## config.mk

```make
export PLATFORM = sky130hd
export DESIGN_NAME = bhm_hash
export DESIGN_NICKNAME = d
export VERILOG_FILES = /design/src/hdl/bhm_pkg.sv /design/src/hdl/bhm_hash.sv
export SDC_FILE = /design/constraint.sdc
export NUM_CORES = 2
export LEC_CHECK = 0
export ABC_AREA = 1
export ABC_CLOCK_PERIOD_IN_PS = 9550
export BUFFER_PORTS_ARGS = -buffer_cell sky130_fd_sc_hd__buf_2
export CORE_MARGIN = 5
export CORE_UTILIZATION = 60
export CTS_BUF_LIST = sky130_fd_sc_hd__clkbuf_2
export CTS_CLUSTER_DIAMETER = 40
export DETAILED_ROUTE_END_ITERATION = 12
export PLACE_DENSITY = 0.74
export SYNTH_ARGS = -nofsm -noshare
export SYNTH_HDL_FRONTEND = slang
export SYNTH_SLANG_ARGS = --single-unit
```

## constraint.sdc

```tcl
create_clock -name clk -period 9.55 [get_ports clk]
set_input_delay 1.91 -clock clk [delete_from_list [all_inputs] [get_ports clk]]
set_output_delay 1.91 -clock clk [all_outputs]
set_load 0.05 [all_outputs]
```

## src/hdl/bhm_pkg.sv

```systemverilog
package bhm_pkg;

  localparam int LOG2_SLOTS = 16;
  localparam int SLOT_W     = LOG2_SLOTS;
  localparam int SLOT_COUNT = 1 << LOG2_SLOTS;
  localparam int CNT_W      = LOG2_SLOTS + 1;
  localparam int LOAD_LIMIT = SLOT_COUNT * 3 / 4;

  localparam int KEY_W  = 63;
  localparam int VAL_W  = 64;
  localparam int RVAL_W = 32;

  localparam logic [63:0] MIX_C1 = 64'hbf58476d1ce4e5b9;
  localparam logic [63:0] MIX_C2 = 64'h94d049bb133111eb;

  localparam logic OP_LOOKUP = 1'b0;
  localparam logic OP_INSERT = 1'b1;

  localparam logic [1:0] ST_OK      = 2'd0;
  localparam logic [1:0] ST_PRESENT = 2'd1;
  localparam logic [1:0] ST_LARGE   = 2'd2;
  localparam logic [1:0] ST_FULL    = 2'd3;

  typedef struct packed {
    logic             opcode;
    logic [KEY_W-1:0] key;
    logic [VAL_W-1:0] value;
  } in_t;

  typedef struct packed {
    logic              hit;
    logic [RVAL_W-1:0] read_value;
    logic [1:0]        status;
  } out_t;

  typedef struct packed {
    logic              valid;
    logic [SLOT_W-1:0] slot;
  } hash_res_t;

  typedef enum logic [2:0] {
    S_CLEAR,
    S_IDLE,
    S_HASH,
    S_PROBE,
    S_RESP
  } fsm_state_t;

endpackage

```

## src/hdl/bhm_hash.sv

```systemverilog
module bhm_hash
  import bhm_pkg::*;
(
  input  logic             clk,
  input  logic             rst_n,
  input  logic             start,
  input  logic [KEY_W-1:0] key,
  output hash_res_t        res
);

  // Four stages: two rounds of (three 32x32 partial products, then sum and xor-shift).
  logic [63:0] x0;
  logic [63:0] ll1_nxt, ll1_r;
  logic [31:0] lh1_nxt, lh1_r, hl1_nxt, hl1_r;
  logic [63:0] y1, x1_nxt, x1_r;
  logic [63:0] ll2_nxt, ll2_r;
  logic [31:0] lh2_nxt, lh2_r, hl2_nxt, hl2_r;
  logic [63:0] y2, h_full;
  logic [SLOT_W-1:0] slot_nxt, slot_r;
  logic [3:0] vld_r;

  assign x0 = {1'b0, key} ^ ({1'b0, key} >> 30);

  // low 64 bits of x * C: only the low halves of the cross terms matter
  assign ll1_nxt = x0[31:0] * MIX_C1[31:0];
  assign lh1_nxt = x0[31:0] * MIX_C1[63:32];
  assign hl1_nxt = x0[63:32] * MIX_C1[31:0];

  assign y1     = ll1_r + {lh1_r + hl1_r, 32'b0};
  assign x1_nxt = y1 ^ (y1 >> 27);

  assign ll2_nxt = x1_r[31:0] * MIX_C2[31:0];
  assign lh2_nxt = x1_r[31:0] * MIX_C2[63:32];
  assign hl2_nxt = x1_r[63:32] * MIX_C2[31:0];

  assign y2       = ll2_r + {lh2_r + hl2_r, 32'b0};
  assign h_full   = y2 ^ (y2 >> 31);
  assign slot_nxt = h_full[SLOT_W-1:0];

  always_ff @(posedge clk) begin
    if (!rst_n) begin
      vld_r <= '0;
    end else begin
      vld_r <= {vld_r[2:0], start};
    end
  end

  always_ff @(posedge clk) begin
    ll1_r  <= ll1_nxt;
    lh1_r  <= lh1_nxt;
    hl1_r  <= hl1_nxt;
    x1_r   <= x1_nxt;
    ll2_r  <= ll2_nxt;
    lh2_r  <= lh2_nxt;
    hl2_r  <= hl2_nxt;
    slot_r <= slot_nxt;
  end

  assign res.valid = vld_r[3];
  assign res.slot  = slot_r;

endmodule

```

==> impl_metrics.yaml <==
outcome:
  outcome: "completed"
synthesis:
  syn-num-nets: 9834
  syn_inst: 7417
  yosysTopAreaCellShare: 0.3588
  async_reset_ff_frac: 0
  synth_edf_count: 0
  ys.warnings.count: 0
  yosysMostFrequentCell: "inv_1"
  synthTopCellsByCount: "2267 x inv_1, 1189 x ha_1, 1162 x fa_1"
  synth.area.top_cells: "fa_1 36%, ha_1 23%, inv_1 13%, dfxtp_1 7.7%, nand2_1 4.9%"
  yosysUniqueCellTypes: 50
  synth_area_mm2: 0.06483
  yosys.area.top_type: "fa_1"
  syn_area_per_cell_um2: 8.741
  ys_ff_latch: 249
  synth_flop_cell: "dfxtp_1"
  ys_seq_area_frac: 0.07688
detailed_routing:
  drt_first_pass_iters: 6
  vias: 49860
  drt_iter0_markers: 3746
  detail_route.wl_per_cell_um: 23.04
  antenna_left: 0
  drc: 0
  via_per_inst: 5.448
  routed_wl_um: 210900
clock_tree:
  cts_max_level: 3
  cts_tree: "done"
  root_buffer: "clkbuf_2"
  cts_buffers: 77
  cts_hold_buf: 0
  cts_setup_buffers: 0
  clk_pin_slew_worst_paths_ps: 90
  cts_resized: 0
  clk_latency_ps: 1180
  clock_path_buffers: 3
  cts_sinks: 249
setup_path:
  endpoint_kind: "register"
  arrival_ps: 9370
  cp_max_fo: 8
  worst-setup-path-type: "input pin to register"
  cp-start-kind: "input pin"
  crit_required_ps: 10520
global_route:
  grt_max_degree: 16
  grt_overflow: 0
  grt.total_usage: 0.3697
  antenna_found_initial: 5
  grt_pass1_vias: 53210
  grt_pass1_wl_um: 317500
sta:
  skew_ps: 132.5
  finalHoldViolCount: 0
  worst_slew_margin_rel: 0.3658
  rsz0062_at_grt: "no"
  max_clock_freq_mhz: 119.1
  fin_crit_ps: 8393
  drv_slew: 0
  fin_crit_sh: 0.8789
  worst_slew_pin_slew_ps: 950.0
  hold-worst-slack_ps: 383.7
  fin_setup_tns_ps: 0
  setup_violations: 0
die:
  dieWidth_um: 338.7
  rows: 120
  ios: 83
  dieArea_mm2: 0.1147
  core_mm2: 0.1072
  start_util: 0.6048
  die_h_um: 338.7
final_layout:
  nets: 10110
  syn_to_final_growth_pct: 5.782
  drive_gt1_frac: 0.04725
  fillers: 9476
place:
  dp_hpwl_um: 189200
  portBuffers: 82
  gp_congestion: 1.059
flow_run:
  cap_violations: 0
worst_hold_path:
  hold_class: "register to register"
[path summary, 6_finish.rpt]
kind	to	slack, ps	depth (start not counted)	startpoint
worst max register to register	ll2_r[42]	2410	20	x1_r[4]
worst min-delay path	x1_r[10]	380	1	ll1_r[10]
worst max-delay path	ll1_r[57]	1160	24	key[5]
worst min register to register	x1_r[10]	380	1	ll1_r[10]
[cell usage in the layout (no fill, tap or decap), drive strengths merged]
| cell | netlist | routed |
|---|---|---|
| dfxtp | 249 | 249 |
| nor4 | 4 | 4 |
| o221ai | 2 | 2 |
| nor3 | 54 | 54 |
| a211oi | 4 | 4 |
| nor3b | 1 | 1 |
| clkinvlp | 0 | 2 |
| a21oi | 309 | 309 |
| xnor3 | 1 | 1 |
| fa | 1162 | 1162 |
| o21ai | 178 | 178 |
| buf | 1 | 194 |
| xor2 | 218 | 218 |
| nand3b | 20 | 20 |
| o2111ai | 5 | 5 |
| inv | 2268 | 2272 |
| o211ai | 11 | 11 |
| nand4 | 49 | 49 |
| and2 | 4 | 4 |
| o21bai | 28 | 28 |
| clkinv | 0 | 27 |
| diode | 0 | 4 |
| or2 | 11 | 11 |
| a31o | 4 | 4 |
| nor2 | 377 | 377 |
| a221oi | 1 | 1 |
| nand2 | 854 | 854 |
| nand3 | 190 | 190 |
| clkbuf | 0 | 101 |
| ha | 1189 | 1189 |
| o31ai | 2 | 2 |
| bufinv | 0 | 2 |
| xnor2 | 140 | 140 |
| a21o | 30 | 30 |
| a21boi | 8 | 8 |
| o21a | 6 | 6 |
| a31oi | 30 | 30 |
| and3 | 7 | 7 |
[metal layers]
layer	vias to the layer above	global-route usage	share of wire
met5	-	0	0.00020
met4	6	0.2214	0.078
met3	573	0.05963	0.069
met2	1951	0.6155	0.47
met1	24330	0.4549	0.38
li1	23000	-	-
[flip-flops by register name, indices dropped and copies added, names as in the netlist]
register	flops
slot_r	16
x1_r	47
lh1_r	32
hl2_r	15
ll1_r	59
ll2_r	29
vld_r	4
lh2_r	15
hl1_r	32
[cell type report]
class	instances	area, um2	share of cell area
Multi-Input combinational cell	4899	51330	0.7484
Inverter	2268	8513	0.1241
Clock buffer	101	505.5	0.007370
Timing Repair Buffer	194	1251	0.01824
Sequential cell	249	4985	0.07268
Tap cell	1403	1755	0.02560
Antenna cell	4	10.01	0.0001459
Clock inverter	35	234.0	0.003412
[critical path: stages]
cell      delay [ps]
buf_2            150
or2_2            310
nand2_1          370
nor2_1           340
nor2_1           740
ha_1             430
fa_1             550
inv_1             50
fa_1             490
fa_1             570
fa_1             470
fa_1             490
inv_1             50
fa_1             470
ha_1             290
ha_1             390
a21oi_1          230
o21ai_0          160
a21oi_1          320
nor2_1           120
o21bai_1         220
nand3_1          110
nand2_1           70
nand2_1           40
[per-stage QoR]
step                area, um2  std cells  setup slack [ps]    util
floorplan               64830       7417              1264       -
global placement        67830       9013             212.9  0.6328
detailed placement      67830       9013             276.8  0.6328
CTS                     68570       9149              1463  0.6397
global route            68580       9153              1107  0.6398
finish                  68580       9153              1157  0.6398
[kinds of logic (layout without fill, tap and decap cells)]
kind of cell	Yosys count	after routing	share of synthesized area
flops	249	249	0.07688
fa+ha+maj	2351	2351	0.5883
simple gates	1571	1571	0.1010
compound gates	618	618	0.05342
xor+xnor	359	359	0.04906
buf+inv	2269	2598	0.1314
other cells	0	4	0
Power is left out: the tool's default activity adds up to more than one toggle a clock period on the data nets, which glitch-free logic cannot reach.
